--- src/hdl/nearest_neighbor_scale_mapper_assert.svh ---
// Assertion macros shared by the scale mapper RTL.
`ifndef NEAREST_NEIGHBOR_SCALE_MAPPER_ASSERT_SVH
`define NEAREST_NEIGHBOR_SCALE_MAPPER_ASSERT_SVH

// Same-cycle implication, sampled on the rising clock edge, off during reset.
`define NNSM_ASSERT_IMPLY(lbl, clk_i, rstn_i, ante, cons) \
	lbl: assert property (@(posedge clk_i) disable iff (!(rstn_i)) (ante) |-> (cons)) \
		else $error("nnsm: same-cycle check failed");

// Next-cycle implication, sampled on the rising clock edge, off during reset.
`define NNSM_ASSERT_NEXT(lbl, clk_i, rstn_i, ante, cons) \
	lbl: assert property (@(posedge clk_i) disable iff (!(rstn_i)) (ante) |=> (cons)) \
		else $error("nnsm: next-cycle check failed");

`endif

--- src/hdl/nnsm_pkg.sv ---
// Shared constants and types of the nearest neighbor scale mapper.
package nnsm_pkg;

	localparam int COORD_BITS_DEF = 16;
	localparam int FIELD_BITS     = 16;
	localparam int STRIDE_BITS    = 18;
	localparam int PIXB_BITS      = 4;
	localparam int OFFSET_BITS    = 34;
	localparam int IN_DATA_BITS   = 32;
	localparam int OUT_DATA_BITS  = 72;
	localparam int CFG_IDX_BITS   = 3;
	localparam int CFG_DATA_BITS  = 18;

	typedef enum logic [CFG_IDX_BITS-1:0] {
		REG_SRC_WIDTH   = 3'd0,
		REG_SRC_HEIGHT  = 3'd1,
		REG_RECT_WIDTH  = 3'd2,
		REG_RECT_HEIGHT = 3'd3,
		REG_RECT_LEFT   = 3'd4,
		REG_RECT_TOP    = 3'd5,
		REG_ROW_STRIDE  = 3'd6,
		REG_PIXEL_BYTES = 3'd7
	} cfg_reg_t;

	// Side information that rides along the divider chain untouched.
	typedef struct packed {
		logic                   oor;
		logic [OFFSET_BITS-1:0] prod_y;
		logic [OFFSET_BITS-1:0] prod_x;
	} nnsm_side_t;

endpackage

--- src/hdl/nnsm_div_cell.sv ---
// One divider cell: a restoring step for both axes that settles one quotient bit.
module nnsm_div_cell #(
	parameter int COORD_BITS = nnsm_pkg::COORD_BITS_DEF
) (
	input  logic                  clk,
	input  logic                  arst_n,
	input  logic                  in_valid,
	output logic                  in_ready,
	input  logic [COORD_BITS:0]   den_c,
	input  logic [COORD_BITS:0]   den_r,
	input  logic [COORD_BITS:0]   rem_c_in,
	input  logic [COORD_BITS-1:0] low_c_in,
	input  logic [COORD_BITS-1:0] q_c_in,
	input  logic [COORD_BITS:0]   rem_r_in,
	input  logic [COORD_BITS-1:0] low_r_in,
	input  logic [COORD_BITS-1:0] q_r_in,
	input  nnsm_pkg::nnsm_side_t  side_in,
	output logic                  out_valid,
	input  logic                  out_ready,
	output logic [COORD_BITS:0]   rem_c_out,
	output logic [COORD_BITS-1:0] low_c_out,
	output logic [COORD_BITS-1:0] q_c_out,
	output logic [COORD_BITS:0]   rem_r_out,
	output logic [COORD_BITS-1:0] low_r_out,
	output logic [COORD_BITS-1:0] q_r_out,
	output nnsm_pkg::nnsm_side_t  side_out
);
	import nnsm_pkg::*;

	localparam int N = COORD_BITS;

	logic [N+1:0] t_c, t_r;
	logic         ge_c, ge_r;
	logic [N+1:0] d_c, d_r;
	logic         valid_q;
	logic [N:0]   rem_c_q, rem_r_q;
	logic [N-1:0] low_c_q, low_r_q, q_c_q, q_r_q;
	nnsm_side_t   side_q;

	// Bring down the next dividend bit and try the subtraction.
	assign t_c  = {rem_c_in, low_c_in[N-1]};
	assign t_r  = {rem_r_in, low_r_in[N-1]};
	assign ge_c = t_c >= (N+2)'(den_c);
	assign ge_r = t_r >= (N+2)'(den_r);
	assign d_c  = ge_c ? (t_c - (N+2)'(den_c)) : t_c;
	assign d_r  = ge_r ? (t_r - (N+2)'(den_r)) : t_r;

	assign in_ready = !valid_q || out_ready;

	always_ff @(posedge clk or negedge arst_n) begin
		if (!arst_n) begin
			valid_q <= 1'b0;
		end else if (in_ready) begin
			valid_q <= in_valid;
		end
	end

	always_ff @(posedge clk) begin
		if (in_valid && in_ready) begin
			rem_c_q <= d_c[N:0];
			rem_r_q <= d_r[N:0];
			low_c_q <= {low_c_in[N-2:0], 1'b0};
			low_r_q <= {low_r_in[N-2:0], 1'b0};
			q_c_q   <= {q_c_in[N-2:0], ge_c};
			q_r_q   <= {q_r_in[N-2:0], ge_r};
			side_q  <= side_in;
		end
	end

	assign out_valid = valid_q;
	assign rem_c_out = rem_c_q;
	assign rem_r_out = rem_r_q;
	assign low_c_out = low_c_q;
	assign low_r_out = low_r_q;
	assign q_c_out   = q_c_q;
	assign q_r_out   = q_r_q;
	assign side_out  = side_q;

endmodule

--- config.mk ---
export PLATFORM = sky130hd
export DESIGN_NAME = nnsm_div_cell
export DESIGN_NICKNAME = d
export VERILOG_FILES = /design/src/hdl/nearest_neighbor_scale_mapper_assert.svh /design/src/hdl/nnsm_pkg.sv /design/src/hdl/nnsm_div_cell.sv
export SDC_FILE = /design/constraint.sdc
export NUM_CORES = 1
export LEC_CHECK = 0
export ABC_AREA = 1
export BUFFER_PORTS_ARGS = -buffer_cell sky130_fd_sc_hd__buf_2
export CAP_MARGIN = 20
export CELL_PAD_IN_SITES_DETAIL_PLACEMENT = 2
export CELL_PAD_IN_SITES_GLOBAL_PLACEMENT = 2
export CORE_UTILIZATION = 27
export DETAILED_ROUTE_END_ITERATION = 10
export PLACE_DENSITY_LB_ADDON = 0.1
export RECOVER_POWER = 50
export SYNTH_ARGS = -nofsm -noshare
export SYNTH_HDL_FRONTEND = slang
export SYNTH_SLANG_ARGS = --single-unit
--- constraint.sdc ---
create_clock -name clk -period 10.05 [get_ports clk]
set_input_delay 3.015 -clock clk [delete_from_list [all_inputs] [get_ports clk]]
set_output_delay 3.015 -clock clk [all_outputs]
set_load 0.03 [all_outputs]
==> metrics.txt <==
status=finished, violations left; failing checks=max-capacitance violations, max-slew violations; initial antenna violation count=4; Iteration-0 DRC Markers=320; Core ar.=28940 um2; Worst VDD drop=91.30 uV; most common library cells after synthesis=nand2_1, edfxtp_1, inv_1, nand3_1, ha_1; Starting Density=0.2764; Pleak=0.005121 uW; RSZ-0062 raised after global routing=false; Bufs and invs on worst path=3; Avg Cell Area, Syn=10.47 um2; final period utilization=0.6424; Synth area leader=edfxtp_1; final slew viol count=16; synth warn=0; minimum clock period=6456 ps; Worst EP required=7040 ps; Final GP Congestion=0.7829; Clock Tree Root=clkbuf_16; Worst Path Arrival=3440 ps; worst stage delay on the critical path=180 ps; Area growth syn-to-layout=34.07%; Hold Fails Final Rpt=0; H-tree depth=4; area of the die=30320 um2; HPWL after DPL=24710 um; Main synth FF type=edfxtp_1; cell family with most CP delay=buffers and inverters; # port buffers=369; clk sinks=166; pwr dens=174.7 nW/um2; final setup vio count=0; first-pass GRT wire length=45510 um; die height=174.1 um; post-route core utilization=0.3706; Reg clk slew, reported paths=80 ps; CP cell instances=buf_2, inv_1, nand2_1, buf_2; most common cell in the netlist=nand2_1; Die Width=174.1 um; Max Cap Violations=1; Overflow after GRT=0; TritonCTS buffer count=17; DRC Markers=0; #FFs+latches synth=166; CP max FO=2; crit path max-delay cell type=buf_2; Total Nets Final=1386; Critical Path End Type=primary output; Synth top area share=0.6194; critical path type=input pin to primary output; wire per inst=19.83 um; DRT antenna net count=0; DR pass1 iterations=4; synth top area cells=edfxtp_1, nand2_1, inv_1; Worst-Skew Late Latency=430 ps; Worst setup SP type=input pin; DRT Wirelength=30620 um; library cells used by synthesis=35; post-synthesis sequential area ratio=0.6226; post-cts resize count=0; CTS tree=yes; GRT Overall Usage=0.2019; total power=1873 uW; worst slew pin tran=2081 ps; Post-Syn Instances=764; # IOs=374; deepest clock path buffer count=2; headroom to the max-slew limit=-0.3876; Setup Fix Bufs, Post-CTS=0; # rows=62; hold_buf cts=0; ys async rst share=0.006024; HP Class=flop to flop; Via density=4.367; layout cells sized above 1=0.2902; CP dominant cell by count=buf_2; setup tns final=0 ps; Synth Cell Area=7999 um2; routed vias=6742; Achievable Freq=154.9 MHz; largest net degree at the start of global routing=151; number of global-route vias before repair=7247; Clock Skew=11.22 ps; Min Hold Slack=557.4 ps; Post-synth EDFFs=165
## final timing paths
path	startpoint	end	depth (start not counted)	slack (ps)
max in group asynchronous	arst_n	out_valid	1	7620
worst min register to register	out_valid	out_valid	2	560
worst max-delay path	out_ready	in_ready	4	3590
min in group asynchronous	arst_n	out_valid	1	2340
worst min-delay path	out_valid	out_valid	2	560
worst max register to register	out_valid	rem_r_out[5]	2	6860
## report_power, final
group | switching, uW | internal, uW
sequential | 12.6 | 821
combinational | 271 | 112
clock | 324 | 333
total | 608 | 1270
## registers in the layout, summed over array words and instances (netlist names)
name	flops
low_c_out	15
low_r_out	15
out_valid	1
q_c_out	16
q_r_out	16
rem_c_out	17
rem_r_out	17
side_out	69
## per-stage QoR
| step | cell area (um2) | worst slack [ps] | cells |
|---|---|---|---|
| floorplan | 8006 | 1723 | 765 |
| global placement | 10280 | 3572 | 1510 |
| detailed placement | 10280 | 3536 | 1510 |
| CTS | 10870 | 3535 | 1542 |
| global route | 10720 | 3577 | 1544 |
| finish | 10720 | 3594 | 1544 |
## kinds of logic (layout without fill, tap and decap cells)
group | Yosys count | in the layout | share of synthesized area
and+or+nand+nor | 377 | 377 | 0.2113
DFF | 166 | 166 | 0.6226
buffers and inverters | 147 | 540 | 0.07493
adders and majority gates | 36 | 36 | 0.05819
AOI/OAI and AO/OA | 23 | 23 | 0.01721
xor gates and xnor gates | 14 | 14 | 0.01533
other | 1 | 4 | 0.0004688
## layer usage
| layer | track usage | part of all wire | up-vias |
|---|---|---|---|
| li1 | - | - | 3236 |
| met1 | 0.2400 | 0.42 | 3276 |
| met2 | 0.3625 | 0.51 | 201 |
| met3 | 0.04724 | 0.053 | 27 |
| met4 | 0.05446 | 0.018 | 2 |
| met5 | 0 | 0.00026 | - |
## placed cells by master (no fill, tap or decap), types with 4 or more instances in the layout
| cell | count |
|---|---|
| clkbuf_1 | 108 |
| nand2_2 | 24 |
| nand2_1 | 244 |
| inv_1 | 135 |
| nor3_1 | 4 |
| nand4_1 | 5 |
| clkinv_4 | 4 |
| xor2_1 | 13 |
| clkbuf_16 | 17 |
| nand3_1 | 60 |
| a21oi_1 | 18 |
| ha_1 | 34 |
| edfxtp_1 | 165 |
| nor2_2 | 4 |
| nor2_1 | 20 |
| inv_8 | 5 |
| buf_2 | 261 |
## worst register-to-register path: stages, from the launching register on
cell and delay (ps):
dfrtp_1 410, a21oi_1 1570, buf_12 720
## final cells by class
type	count	area (um2)
inverter	138	518.0
tap	384	480.5
multi-input combinational	452	2424
sequential	166	4980
clock buffer	17	425.4
clock inverter	15	160.2
antenna	2	5.005
timing repair buffer	370	1732
fill	3309	18210
(Power assumes the default switching activity.)
