**config.mk**
```make
export PLATFORM = sky130hd
export DESIGN_NAME = nnsm_out
export DESIGN_NICKNAME = d
export VERILOG_FILES = /design/src/hdl/nearest_neighbor_scale_mapper_assert.svh /design/src/hdl/nnsm_pkg.sv /design/src/hdl/nnsm_out.sv
export SDC_FILE = /design/constraint.sdc
export NUM_CORES = 1
export LEC_CHECK = 0
export BUFFER_PORTS_ARGS = -buffer_cell sky130_fd_sc_hd__buf_2
export CORE_MARGIN = 2
export CORE_UTILIZATION = 56
export CTS_BUF_LIST = sky130_fd_sc_hd__clkbuf_16
export DETAILED_ROUTE_END_ITERATION = 7
export PLACE_DENSITY_LB_ADDON = 0.2
export SLEW_MARGIN = 20
export SYNTH_ARGS = -nofsm -noshare
export SYNTH_HDL_FRONTEND = slang
export SYNTH_SLANG_ARGS = --single-unit
export TNS_END_PERCENT = 30
```
**constraint.sdc**
```tcl
create_clock -name clk -period 3.5 [get_ports clk]
set_input_delay 0.7 -clock clk [delete_from_list [all_inputs] [get_ports clk]]
set_output_delay 0.7 -clock clk [all_outputs]
set_load 0.02 [all_outputs]
```
**src/hdl/nearest_neighbor_scale_mapper_assert.svh**
```systemverilog
// Assertion macros shared by the scale mapper RTL.
`ifndef NEAREST_NEIGHBOR_SCALE_MAPPER_ASSERT_SVH
`define NEAREST_NEIGHBOR_SCALE_MAPPER_ASSERT_SVH

// Same-cycle implication, sampled on the rising clock edge, off during reset.
`define NNSM_ASSERT_IMPLY(lbl, clk_i, rstn_i, ante, cons) \
	lbl: assert property (@(posedge clk_i) disable iff (!(rstn_i)) (ante) |-> (cons)) \
		else $error("nnsm: same-cycle check failed");

// Next-cycle implication, sampled on the rising clock edge, off during reset.
`define NNSM_ASSERT_NEXT(lbl, clk_i, rstn_i, ante, cons) \
	lbl: assert property (@(posedge clk_i) disable iff (!(rstn_i)) (ante) |=> (cons)) \
		else $error("nnsm: next-cycle check failed");

`endif

```
**src/hdl/nnsm_pkg.sv**
```systemverilog
// Shared constants and types of the nearest neighbor scale mapper.
package nnsm_pkg;

	localparam int COORD_BITS_DEF = 16;
	localparam int FIELD_BITS     = 16;
	localparam int STRIDE_BITS    = 18;
	localparam int PIXB_BITS      = 4;
	localparam int OFFSET_BITS    = 34;
	localparam int IN_DATA_BITS   = 32;
	localparam int OUT_DATA_BITS  = 72;
	localparam int CFG_IDX_BITS   = 3;
	localparam int CFG_DATA_BITS  = 18;

	typedef enum logic [CFG_IDX_BITS-1:0] {
		REG_SRC_WIDTH   = 3'd0,
		REG_SRC_HEIGHT  = 3'd1,
		REG_RECT_WIDTH  = 3'd2,
		REG_RECT_HEIGHT = 3'd3,
		REG_RECT_LEFT   = 3'd4,
		REG_RECT_TOP    = 3'd5,
		REG_ROW_STRIDE  = 3'd6,
		REG_PIXEL_BYTES = 3'd7
	} cfg_reg_t;

	// Side information that rides along the divider chain untouched.
	typedef struct packed {
		logic                   oor;
		logic [OFFSET_BITS-1:0] prod_y;
		logic [OFFSET_BITS-1:0] prod_x;
	} nnsm_side_t;

endpackage

```
**src/hdl/nnsm_out.sv**
```systemverilog
// Output stage: clamps the source indices, adds the byte offset, holds the result.
module nnsm_out #(
	parameter int COORD_BITS = nnsm_pkg::COORD_BITS_DEF
) (
	input  logic                              clk,
	input  logic                              arst_n,
	input  logic                              in_valid,
	output logic                              in_ready,
	input  logic [COORD_BITS-1:0]             q_c,
	input  logic [COORD_BITS-1:0]             q_r,
	input  nnsm_pkg::nnsm_side_t              side,
	input  logic [COORD_BITS-1:0]             sw_n,
	input  logic [COORD_BITS-1:0]             sh_n,
	output logic                              out_valid,
	input  logic                              out_ready,
	output logic [nnsm_pkg::FIELD_BITS-1:0]   src_col,
	output logic [nnsm_pkg::FIELD_BITS-1:0]   src_row,
	output logic [nnsm_pkg::OFFSET_BITS-1:0]  dst_byte_offset,
	output logic                              out_of_rect
);
	import nnsm_pkg::*;

	localparam int N = COORD_BITS;

	logic [N-1:0]           idx_c, idx_r;
	logic [OFFSET_BITS-1:0] byte_sum;
	logic                   valid_q, oor_q;
	logic [FIELD_BITS-1:0]  col_q, row_q;
	logic [OFFSET_BITS-1:0] byte_q;

	// Rounding may land on S when upscaling; pull it back to S-1. S of zero gives 0.
	always_comb begin
		if (sw_n == '0) begin
			idx_c = '0;
		end else if (q_c >= sw_n) begin
			idx_c = sw_n - N'(1);
		end else begin
			idx_c = q_c;
		end
		if (sh_n == '0) begin
			idx_r = '0;
		end else if (q_r >= sh_n) begin
			idx_r = sh_n - N'(1);
		end else begin
			idx_r = q_r;
		end
	end

	assign byte_sum = side.prod_y + side.prod_x;
	assign in_ready = !valid_q || out_ready;

	always_ff @(posedge clk or negedge arst_n) begin
		if (!arst_n) begin
			valid_q <= 1'b0;
		end else if (in_ready) begin
			valid_q <= in_valid;
		end
	end

	always_ff @(posedge clk) begin
		if (in_valid && in_ready) begin
			oor_q  <= side.oor;
			col_q  <= side.oor ? '0 : FIELD_BITS'(idx_c);
			row_q  <= side.oor ? '0 : FIELD_BITS'(idx_r);
			byte_q <= side.oor ? '0 : byte_sum;
		end
	end

	assign out_valid       = valid_q;
	assign src_col         = col_q;
	assign src_row         = row_q;
	assign dst_byte_offset = byte_q;
	assign out_of_rect     = oor_q;

endmodule

```
==> results.yml <==
sta:
  tightest_slew_ns: 0.754
  hold_viol: 0
  finalSetupTns_ns: 0
  rsz0062_at_grt: "false"
  fin_crit_ns: 3.05
  setup_viol: 0
  slew-limit-headroom: 0.497
  fmaxAchievable_ghz: 0.328
  drv_slew: 0
  timing.final.crit_share: 0.871
  fin_worst_skew_ns: 0.00753
  setup_ws_ns: 0.452
placed_design:
  dp_hpwl_um: 12300
  dpl-instance-area_mm2: 0.00708
  preCtsSetupSlack_ns: 0.191
  place_inst: 967
  port_buffers: 205
  gp_congestion: 0.957
critical_path:
  cp_slowest_cell: "a31oi_1"
  r2r-end: "out_of_rect"
  cp_common_cell: "a31oi_1"
  critPathMaxStageDelay_ns: 0.56
  worstPathArrival_ns: 3.14
  start_kind: "input pin"
  rr_worst_depth: 3
  timing.critical_path.cells: "buf_2, ha_1, inv_1, fa_1, nor2b_1, o2111ai_1, nand3_1, a221oi_2, a31oi_1, a31oi_1, mux2_1"
  crit_fanout: 5
  crit_type: "in2reg"
  r2r_start: "out_valid"
  cp.required_ns: 3.59
  endpoint_kind: "register"
  rrSetupSlack_ns: 1.74
status:
  status: "completed"
die:
  core_mm2: 0.0103
  die_area_mm2: 0.0115
  die_height_um: 107
  start_util: 0.577
  die_w_um: 107
  row_count: 37
  ios: 206
finish:
  final_cell_area_mm2: 0.00742
  layout.cells.non_filler: 983
  layout-drive-gt1-share: 0.286
  multi_input_area_mm2: 0.00362
  antenna_cells: 0
  final_nets: 1047
  fillers: 778
  ff_latch_area_mm2: 0.00204
  area_growth_syn_to_layout_pct: 24.6
detailed_routing:
  met2_length_um: 7350
  dr_wl_met3_um: 1100
  wl_per_cell_um: 15.8
  drtAntennaViolNets: 0
  dr.first_iter.drc_count: 336
  top_layer: "met4"
  met1_length_um: 6600
  remaining_drc_errors: 0
  num_vias: 5650
  via_per_inst: 5.75
  routed_wl_um: 15500
  first_pass_iters: 7
yosys:
  yosysTopAreaCell: "edfxtp_1"
  ys.flop_type: "edfxtp_1"
  netlist_area_mm2: 0.00595
  ys_types: 66
  syn_avg_cell_area_um2: 9.19
  syn-num-nets: 853
  synth_warnings: 0
  async_reset_ff_frac: 0.0147
  synth_seq_cells: 68
  synthTopCellsByArea: "edfxtp_1, ha_1, nor2_1"
  yosys.area.top_type_share: 0.338
  synth_edf_count: 67
  ys_seq_area_frac: 0.342
  syn_inst: 648
cts:
  clk-insertion-delay-late_ns: 0.34
  clk_path_buf_depth: 2
  cts_hold_buffers: 0
  numCtsBuffers: 9
  cts_sinks: 68
  htreeDepth: 3
  cts_tree: "done"
  cts_setup_buffers: 0
  path_clk_slew_ns: 0.06
  clock-root-buffer: "clkbuf_16"
  cts.repair.resized: 0
power_and_ir_drop:
  finalPower_mw: 2.93
  power_density_mw_per_mm2: 395
  ir_drop_uv: 239
  power.leakage_nw: 3.50
grt:
  grt_pass1_vias: 5351
  grt_pass1_wl_um: 25000
  grt.total_usage: 0.272
  grt_max_degree: 39
  antenna_found_initial: 0
  grt-ovfl-total: 0
run:
  drv_cap: 0
worst_hold_path:
  worstHoldPathType: "in2async"
-- cell usage in the layout, fill, tap and decap left out, types with 3 or more instances in the layout --
| cell | netlist | final |
|---|---|---|
| a31oi_1 | 9 | 9 |
| nand2_1 | 37 | 37 |
| inv_1 | 48 | 48 |
| buf_4 | 4 | 3 |
| o2111ai_1 | 4 | 4 |
| a211o_1 | 5 | 5 |
| nand3_1 | 11 | 11 |
| o21a_1 | 3 | 3 |
| or2_2 | 3 | 3 |
| a21oi_1 | 37 | 37 |
| and3_1 | 6 | 6 |
| xnor2_1 | 34 | 34 |
| nand4_1 | 12 | 12 |
| bufinv_16 | 0 | 3 |
| edfxtp_1 | 67 | 67 |
| a21o_1 | 20 | 20 |
| o21ai_1 | 10 | 9 |
| o21ai_0 | 13 | 13 |
| ha_1 | 67 | 67 |
| nor2_1 | 89 | 89 |
| a311oi_1 | 3 | 3 |
| clkbuf_16 | 0 | 9 |
| buf_2 | 9 | 205 |
| nor2b_1 | 11 | 11 |
| o211ai_1 | 5 | 5 |
| mux2i_1 | 17 | 17 |
| mux2_1 | 8 | 8 |
| nand2b_1 | 7 | 7 |
| xor2_1 | 9 | 9 |
| nor3_1 | 17 | 17 |
| o31ai_1 | 4 | 4 |
| a211oi_1 | 23 | 23 |
-- state kept, by name (all words and copies together) (netlist names) --
signal           count
out_valid            1
src_col             16
src_row             16
dst_byte_offset     34
out_of_rect          1
-- worst max-delay path by stage --
stage / start / endpoint / slack [ns] / cells past startpoint
after global placement: side[0] / dst_byte_offset[24] / 0.28 / 11
after global routing: side[0] / dst_byte_offset[24] / 0.24 / 11
after floorplan: out_ready / dst_byte_offset[0] / 0.49 / 2
final: side[34] / dst_byte_offset[24] / 0.45 / 11
after detailed placement: side[34] / dst_byte_offset[32] / 0.19 / 11
after CTS: side[34] / dst_byte_offset[32] / 0.53 / 11
-- cells in the mapped netlist (all sizes together) (2+ instances only) --
| cell | instances |
|---|---|
| mux2 | 8 |
| nor2 | 89 |
| a2111oi | 2 |
| or4 | 2 |
| a21oi | 37 |
| mux2i | 17 |
| a211oi | 23 |
| a41oi | 4 |
| nand4 | 12 |
| nor3 | 18 |
| clkbuf | 11 |
| nand2b | 7 |
| edfxtp | 67 |
| ha | 67 |
| a21o | 22 |
| o21bai | 2 |
| o31ai | 6 |
| xnor2 | 34 |
| a311oi | 3 |
| o21a | 3 |
| o211ai | 5 |
| a31oi | 9 |
| nor2b | 11 |
| o21ai | 23 |
| buf | 15 |
| nand2 | 37 |
| xor2 | 9 |
| o2111ai | 4 |
| nor4 | 3 |
| and4 | 3 |
| or2 | 3 |
| a211o | 5 |
| a31o | 2 |
| a221oi | 2 |
| and3 | 6 |
| nand3 | 12 |
| and2 | 3 |
| inv | 48 |
-- per-layer routing --
metal,track usage,vias up
met3,0.0249,43
met5,0,-
met4,0.122,0
met2,0.453,288
li1,-,2780
met1,0.360,2539
-- where the power goes --
part	switching, mW	internal (mW)	leakage [nW]
sequential	0.0164	0.984	0.668
combinational	0.536	0.356	2.67
clock	0.347	0.693	0.161
-- through the flow --
| stage | hold slack, ns | utilization |
|---|---|---|
| detailed placement | 0.480 | 0.686 |
| global placement | 0.476 | 0.686 |
| finish | 0.127 | 0.719 |
| CTS | 0.123 | 0.719 |
| floorplan | 0.404 | - |
| global route | 0.125 | 0.719 |
-- worst max-delay path: cells and delay by family --
family	cells	cell delay (ns)
mux	1	0.34
compound gates	4	1.02
buf+inv	2	0.15
simple gates	2	0.36
fa+ha+maj	2	0.56
-- cell families (layout without fill, tap and decap cells) --
family                     after synthesis  after routing  synth area share
buffers and inverters                   74            273            0.0511
xor gates and xnor gates                43             43            0.0633
AOI/OAI and AO/OA                      161            161             0.190
adders and majority gates               68             68             0.144
and+or+nand+nor                        209            209             0.166
DFF                                     68             68             0.342
muxes                                   25             25            0.0437
-- cell type report --
class	instances	share of cell area
Multi-Input combinational cell	506	0.488
Sequential cell	68	0.275
Timing Repair Buffer	209	0.144
Clock buffer	9	0.0304
Inverter	48	0.0243
Tap cell	136	0.0229
Clock inverter	7	0.0153
Note: power is estimated with default switching activity, not from simulation.
