`src/hdl/nearest_neighbor_scale_mapper_assert.svh`:
```
// Assertion macros shared by the scale mapper RTL.
`ifndef NEAREST_NEIGHBOR_SCALE_MAPPER_ASSERT_SVH
`define NEAREST_NEIGHBOR_SCALE_MAPPER_ASSERT_SVH

// Same-cycle implication, sampled on the rising clock edge, off during reset.
`define NNSM_ASSERT_IMPLY(lbl, clk_i, rstn_i, ante, cons) \
	lbl: assert property (@(posedge clk_i) disable iff (!(rstn_i)) (ante) |-> (cons)) \
		else $error("nnsm: same-cycle check failed");

// Next-cycle implication, sampled on the rising clock edge, off during reset.
`define NNSM_ASSERT_NEXT(lbl, clk_i, rstn_i, ante, cons) \
	lbl: assert property (@(posedge clk_i) disable iff (!(rstn_i)) (ante) |=> (cons)) \
		else $error("nnsm: next-cycle check failed");

`endif

```
`src/hdl/nnsm_pkg.sv`:
```
// Shared constants and types of the nearest neighbor scale mapper.
package nnsm_pkg;

	localparam int COORD_BITS_DEF = 16;
	localparam int FIELD_BITS     = 16;
	localparam int STRIDE_BITS    = 18;
	localparam int PIXB_BITS      = 4;
	localparam int OFFSET_BITS    = 34;
	localparam int IN_DATA_BITS   = 32;
	localparam int OUT_DATA_BITS  = 72;
	localparam int CFG_IDX_BITS   = 3;
	localparam int CFG_DATA_BITS  = 18;

	typedef enum logic [CFG_IDX_BITS-1:0] {
		REG_SRC_WIDTH   = 3'd0,
		REG_SRC_HEIGHT  = 3'd1,
		REG_RECT_WIDTH  = 3'd2,
		REG_RECT_HEIGHT = 3'd3,
		REG_RECT_LEFT   = 3'd4,
		REG_RECT_TOP    = 3'd5,
		REG_ROW_STRIDE  = 3'd6,
		REG_PIXEL_BYTES = 3'd7
	} cfg_reg_t;

	// Side information that rides along the divider chain untouched.
	typedef struct packed {
		logic                   oor;
		logic [OFFSET_BITS-1:0] prod_y;
		logic [OFFSET_BITS-1:0] prod_x;
	} nnsm_side_t;

endpackage

```
`src/hdl/nnsm_front.sv`:
```
// Front stages: bounds check, d*S products, dividends and byte offset products.
module nnsm_front #(
	parameter int COORD_BITS = nnsm_pkg::COORD_BITS_DEF
) (
	input  logic                                clk,
	input  logic                                arst_n,
	input  logic                                in_valid,
	output logic                                in_ready,
	input  logic [nnsm_pkg::FIELD_BITS-1:0]     col_offset,
	input  logic [nnsm_pkg::FIELD_BITS-1:0]     row_offset,
	input  logic [COORD_BITS-1:0]               sw_n,
	input  logic [COORD_BITS-1:0]               sh_n,
	input  logic [COORD_BITS-1:0]               rw_n,
	input  logic [COORD_BITS-1:0]               rh_n,
	input  logic [nnsm_pkg::FIELD_BITS-1:0]     rect_left,
	input  logic [nnsm_pkg::FIELD_BITS-1:0]     rect_top,
	input  logic [nnsm_pkg::STRIDE_BITS-1:0]    row_stride,
	input  logic [nnsm_pkg::PIXB_BITS-1:0]      pixel_bytes,
	output logic                                out_valid,
	input  logic                                out_ready,
	output logic [COORD_BITS:0]                 rem_c,
	output logic [COORD_BITS-1:0]               low_c,
	output logic [COORD_BITS:0]                 rem_r,
	output logic [COORD_BITS-1:0]               low_r,
	output nnsm_pkg::nnsm_side_t                side
);
	import nnsm_pkg::*;

	localparam int N  = COORD_BITS;
	localparam int XW = ((N > FIELD_BITS) ? N : FIELD_BITS) + 1;
	localparam int YP = XW + STRIDE_BITS;
	localparam int XP = XW + PIXB_BITS;

	logic [N-1:0]     col_n, row_n;
	logic             oor_c;
	logic             v_s1, v_s2, rdy_s1, rdy_s2;
	logic [2*N-1:0]   mul_c_s1, mul_r_s1;
	logic             oor_s1;
	logic [XW-1:0]    xpos_s1, ypos_s1;
	logic [2*N+1:0]   num_c, num_r;
	logic [YP-1:0]    prod_y_full;
	logic [XP-1:0]    prod_x_full;
	logic [N:0]       rem_c_s2, rem_r_s2;
	logic [N-1:0]     low_c_s2, low_r_s2;
	nnsm_side_t       side_s2;

	assign col_n = N'(col_offset);
	assign row_n = N'(row_offset);
	// A zero-sized rectangle makes every offset compare as outside.
	assign oor_c = (col_n >= rw_n) || (row_n >= rh_n);

	assign rdy_s2   = !v_s2 || out_ready;
	assign rdy_s1   = !v_s1 || rdy_s2;
	assign in_ready = rdy_s1;

	always_ff @(posedge clk or negedge arst_n) begin
		if (!arst_n) begin
			v_s1 <= 1'b0;
		end else if (rdy_s1) begin
			v_s1 <= in_valid;
		end
	end

	always_ff @(posedge clk) begin
		if (in_valid && rdy_s1) begin
			mul_c_s1 <= (2*N)'(col_n) * (2*N)'(sw_n);
			mul_r_s1 <= (2*N)'(row_n) * (2*N)'(sh_n);
			oor_s1   <= oor_c;
			xpos_s1  <= XW'(rect_left) + XW'(col_n);
			ypos_s1  <= XW'(rect_top) + XW'(row_n);
		end
	end

	// Dividend 2*d*S + R; its quotient by 2*R stays below 2^N inside the rectangle.
	assign num_c = (2*N+2)'({mul_c_s1, 1'b0}) + (2*N+2)'(rw_n);
	assign num_r = (2*N+2)'({mul_r_s1, 1'b0}) + (2*N+2)'(rh_n);
	assign prod_y_full = YP'(row_stride) * YP'(ypos_s1);
	assign prod_x_full = XP'(pixel_bytes) * XP'(xpos_s1);

	always_ff @(posedge clk or negedge arst_n) begin
		if (!arst_n) begin
			v_s2 <= 1'b0;
		end else if (rdy_s2) begin
			v_s2 <= v_s1;
		end
	end

	always_ff @(posedge clk) begin
		if (v_s1 && rdy_s2) begin
			rem_c_s2       <= num_c[2*N:N];
			low_c_s2       <= num_c[N-1:0];
			rem_r_s2       <= num_r[2*N:N];
			low_r_s2       <= num_r[N-1:0];
			side_s2.oor    <= oor_s1;
			side_s2.prod_y <= prod_y_full[OFFSET_BITS-1:0];
			side_s2.prod_x <= OFFSET_BITS'(prod_x_full);
		end
	end

	assign out_valid = v_s2;
	assign rem_c     = rem_c_s2;
	assign low_c     = low_c_s2;
	assign rem_r     = rem_r_s2;
	assign low_r     = low_r_s2;
	assign side      = side_s2;

endmodule

```
`config.mk`:
```
export PLATFORM = sky130hd
export DESIGN_NAME = nnsm_front
export DESIGN_NICKNAME = d
export VERILOG_FILES = /design/src/hdl/nearest_neighbor_scale_mapper_assert.svh /design/src/hdl/nnsm_pkg.sv /design/src/hdl/nnsm_front.sv
export SDC_FILE = /design/constraint.sdc
export NUM_CORES = 2
export LEC_CHECK = 0
export ABC_AREA = 1
export BUFFER_PORTS_ARGS = -buffer_cell sky130_fd_sc_hd__clkbuf_2
export CORE_MARGIN = 3
export CORE_UTILIZATION = 30
export DETAILED_ROUTE_END_ITERATION = 7
export GPL_TIMING_DRIVEN = 0
export SLEW_MARGIN = 20
export SYNTH_ARGS = -nofsm -noshare
export SYNTH_HDL_FRONTEND = slang
export SYNTH_SLANG_ARGS = --single-unit
```
`constraint.sdc`:
```
create_clock -name clk -period 8.7 [get_ports clk]
set_input_delay 0.87 -clock clk [delete_from_list [all_inputs] [get_ports clk]]
set_output_delay 0.87 -clock clk [all_outputs]
set_load 0.02 [all_outputs]
```
==> results.toml <==
[die]
die_y_um = 390.2
row_count = 140
dieArea_um2 = 152300
start_util_pct = 30.31
fp.coreArea_um2 = 146100
die_w_um = 390.2
pin_count = 291

[layout]
final_common_cell = "nand2_1"
final_area_um2 = 49170
drive_above_1_share_pct = 5.572
multi_input_area_um2 = 30660
fin_util_pct = 33.66
syn_to_final_growth_pct = 11.03
fillers = 15700
mostFrequentLayoutCells = "nand2_1 (1,900), inv_1 (1,626), fa_1 (660)"
fin_nets = 7467
regArea_um2 = 6686

[worst_setup_path]
r2r_slack_ps = 2060
arrival_ps = 7070
cp_slowest_cell = "clkbuf_1"
cp-start-kind = "primary input"
path_cells = "clkbuf_2 -> clkbuf_1 -> clkbuf_1 -> nand2_1 -> fa_1 -> fa_1 -> inv_1 -> fa_1 -> inv_1 -> fa_1 -> fa_1 -> fa_1 -> inv_1 -> ha_1 -> nand2_1 -> inv_1 -> a21oi_1 -> nand3_1 -> nand2_1 -> nand2_1 -> nand2_1 -> nand2_1"
rr_worst_depth = 22
path_max_fanout = 10
cp-end-kind = "flop"
path_class = "in2reg"
max_stage_delay_ps = 640
crit_required_ps = 9050

[synthesis]
yosys_warnings = 0
yosys.area.top_type_share_pct = 29.84
ys_ff_latch = 223
synth.area.top_cells = "fa_1 (30%), nand2_1 (16%), edfxtp_1 (15%), inv_1 (14%), ha_1 (12%)"
synth.avg_cell_area_um2 = 7.449
syn_area_um2 = 44280
synth_top_cell_by_area = "fa_1"
synth_cell_type_count = 40
synth-seq-area-share_pct = 15.10
syn_inst = 5945

[clocking]
h-tree-depth = 1
hold_buffers = 0
root_buffer = "clkbuf_16"
clkSinkCount = 223
cts.clk_slew.worst_paths_ps = 60
clk_path_buf_depth = 3
cts_tree = "done"
cts_inserted_buffers = 31
clk_latency_ps = 630
post_cts_buffers = 0
cts_resized = 0

[global_routing]
grt_use_total_pct = 18.75
grt_pass1_wl_um = 220500
antenna_found_initial = 11
grt_pass1_vias = 38540
grt_max_degree = 51
grt_overflow = 0

[flow_run]
maxCapViolCount = 0

[detailed_routing]
drt_iter0_drc = 2499
routed_wl_um = 142300
wl_per_cell_um = 17.43
drcViolationCount = 0
dr_total_vias = 37380
vias_per_cell = 4.577
ant_nets = 0
dr.pass1.iters = 6

[timing]
hold_viol = 0
finalSetupViolCount = 0
finalCriticalPeriod_ps = 6712
clock.fmax_mhz = 149.0
relSlewSlack_pct = 46.61
tightest_slew_ps = 800.9
maxSlewViolCount = 0
fin_crit_sh_pct = 77.15
fin_ws_ps = 1988
setup_tns_ps = 0
rsz0062_at_grt = "false"
skew_ps = 41.17

[hold_path]
hp-class = "in2async"

[placed_design]
finalWeightedCongestion = 0.9712
dpl_cell_area_um2 = 48080
port_buffers = 223
detailed_place_hpwl_um = 123600
dp_worst_setup_slack_ps = 1328

[status]
outcome = "completed"
-- registers in the layout (all words and copies together) (netlist names) --
signal and cells:
mul_r_s1 32, xpos_s1 17, low_c 16, mul_c_s1 32
oor_s1 1, rem_r 17, low_r 16, rem_c 17
ypos_s1 17, side 56, out_valid 1, v_s1 1
-- synthesized netlist by cell type --
cell type and n:
nand2_1 1900, inv_1 1627, fa_1 660, ha_1 432
edfxtp_1 221, nor2_1 202, clkbuf_1 201, nand3_1 179
a21oi_1 154, xor2_1 99, nand4_1 53, o21ai_0 53
nor3_1 30, nor2_2 15, o21bai_1 15, nand2_2 14
nand3b_1 14, buf_4 13, xnor2_1 12, and2_1 9
nor3_2 7, inv_2 4, buf_1 3, nand3_2 3
a21boi_0 2, a31oi_1 2, and3_1 2, buf_2 2
dfrtp_1 2, nor2_4 2, nor3b_1 2, nor4_1 2
o21a_1 2, a21o_1 1, a21oi_2 1, and2_4 1
conb_1 1, o21ai_1 1, o21ai_2 1, or2_1 1
-- routing by layer --
metal / routed length [µm] / GRT usage, % / share of wire, % / up-vias
met1: 60180 / 23.93 / 42 / 18070
met2: 65280 / 31.17 / 46 / 1163
met5: 12 / 0 / 0.0084 / -
met3: 10910 / 4.029 / 7.7 / 265
met4: 5941 / 6.902 / 4.2 / 2
li1: - / - / - / 17880
-- critical path: cells and delay by family --
family | cells | cell delay, ps
buffers and inverters | 7 | 1540
and+or+nand+nor | 7 | 880
adders and majority gates | 7 | 3470
AOI/OAI and AO/OA | 1 | 300
-- through the flow --
step                      instances  hold WS [ps]
after global routing           8164         22.39
after floorplan                5957         400.3
final                          8167         61.35
after detailed placement       8105         415.3
after global placement         8097         401.8
after CTS                      8162         2.894
-- logic make-up (layout without fill, tap and decap cells) --
logic type | count (synthesis) | after routing | share of synthesized area, %
adder cells (fa/ha/maj) | 1092 | 1092 | 42.04
AO/OA/AOI/OAI | 232 | 232 | 2.758
flip-flops | 223 | 223 | 15.10
XOR/XNOR | 111 | 111 | 2.195
other | 1 | 18 | 0.008468
buffers and inverters | 1850 | 2138 | 15.80
AND/OR/NAND/NOR | 2436 | 2436 | 22.10
-- layout make-up --
| cell class | count | share of cell area, % |
|---|---|---|
| multi-input cells | 3884 | 62.35 |
| flip-flops and latches | 223 | 13.60 |
| inverters | 1631 | 12.46 |
| well taps | 1917 | 4.878 |
| repair buffers | 231 | 2.718 |
| plain buffers | 219 | 1.776 |
| clock buffers | 33 | 1.593 |
| clock inverters | 24 | 0.5980 |
| diodes | 5 | 0.02545 |
-- path summary, 6_finish.rpt --
path	start	end
max	col_offset[12]	mul_c_s1[30]$_DFFE_PP_
max in group asynchronous	arst_n	v_s1$_DFFE_PN0N_
min in group clk	oor_s1$_DFFE_PP_	side[68]$_DFFE_PP_
min reg2reg	oor_s1$_DFFE_PP_	side[68]$_DFFE_PP_
max reg2reg	ypos_s1[9]$_DFFE_PP_	side[66]$_DFFE_PP_
min	arst_n	out_valid$_DFFE_PN0P_
Power is left out: the tool's default activity adds up to more than one toggle a clock period on the data nets, which glitch-free logic cannot reach.
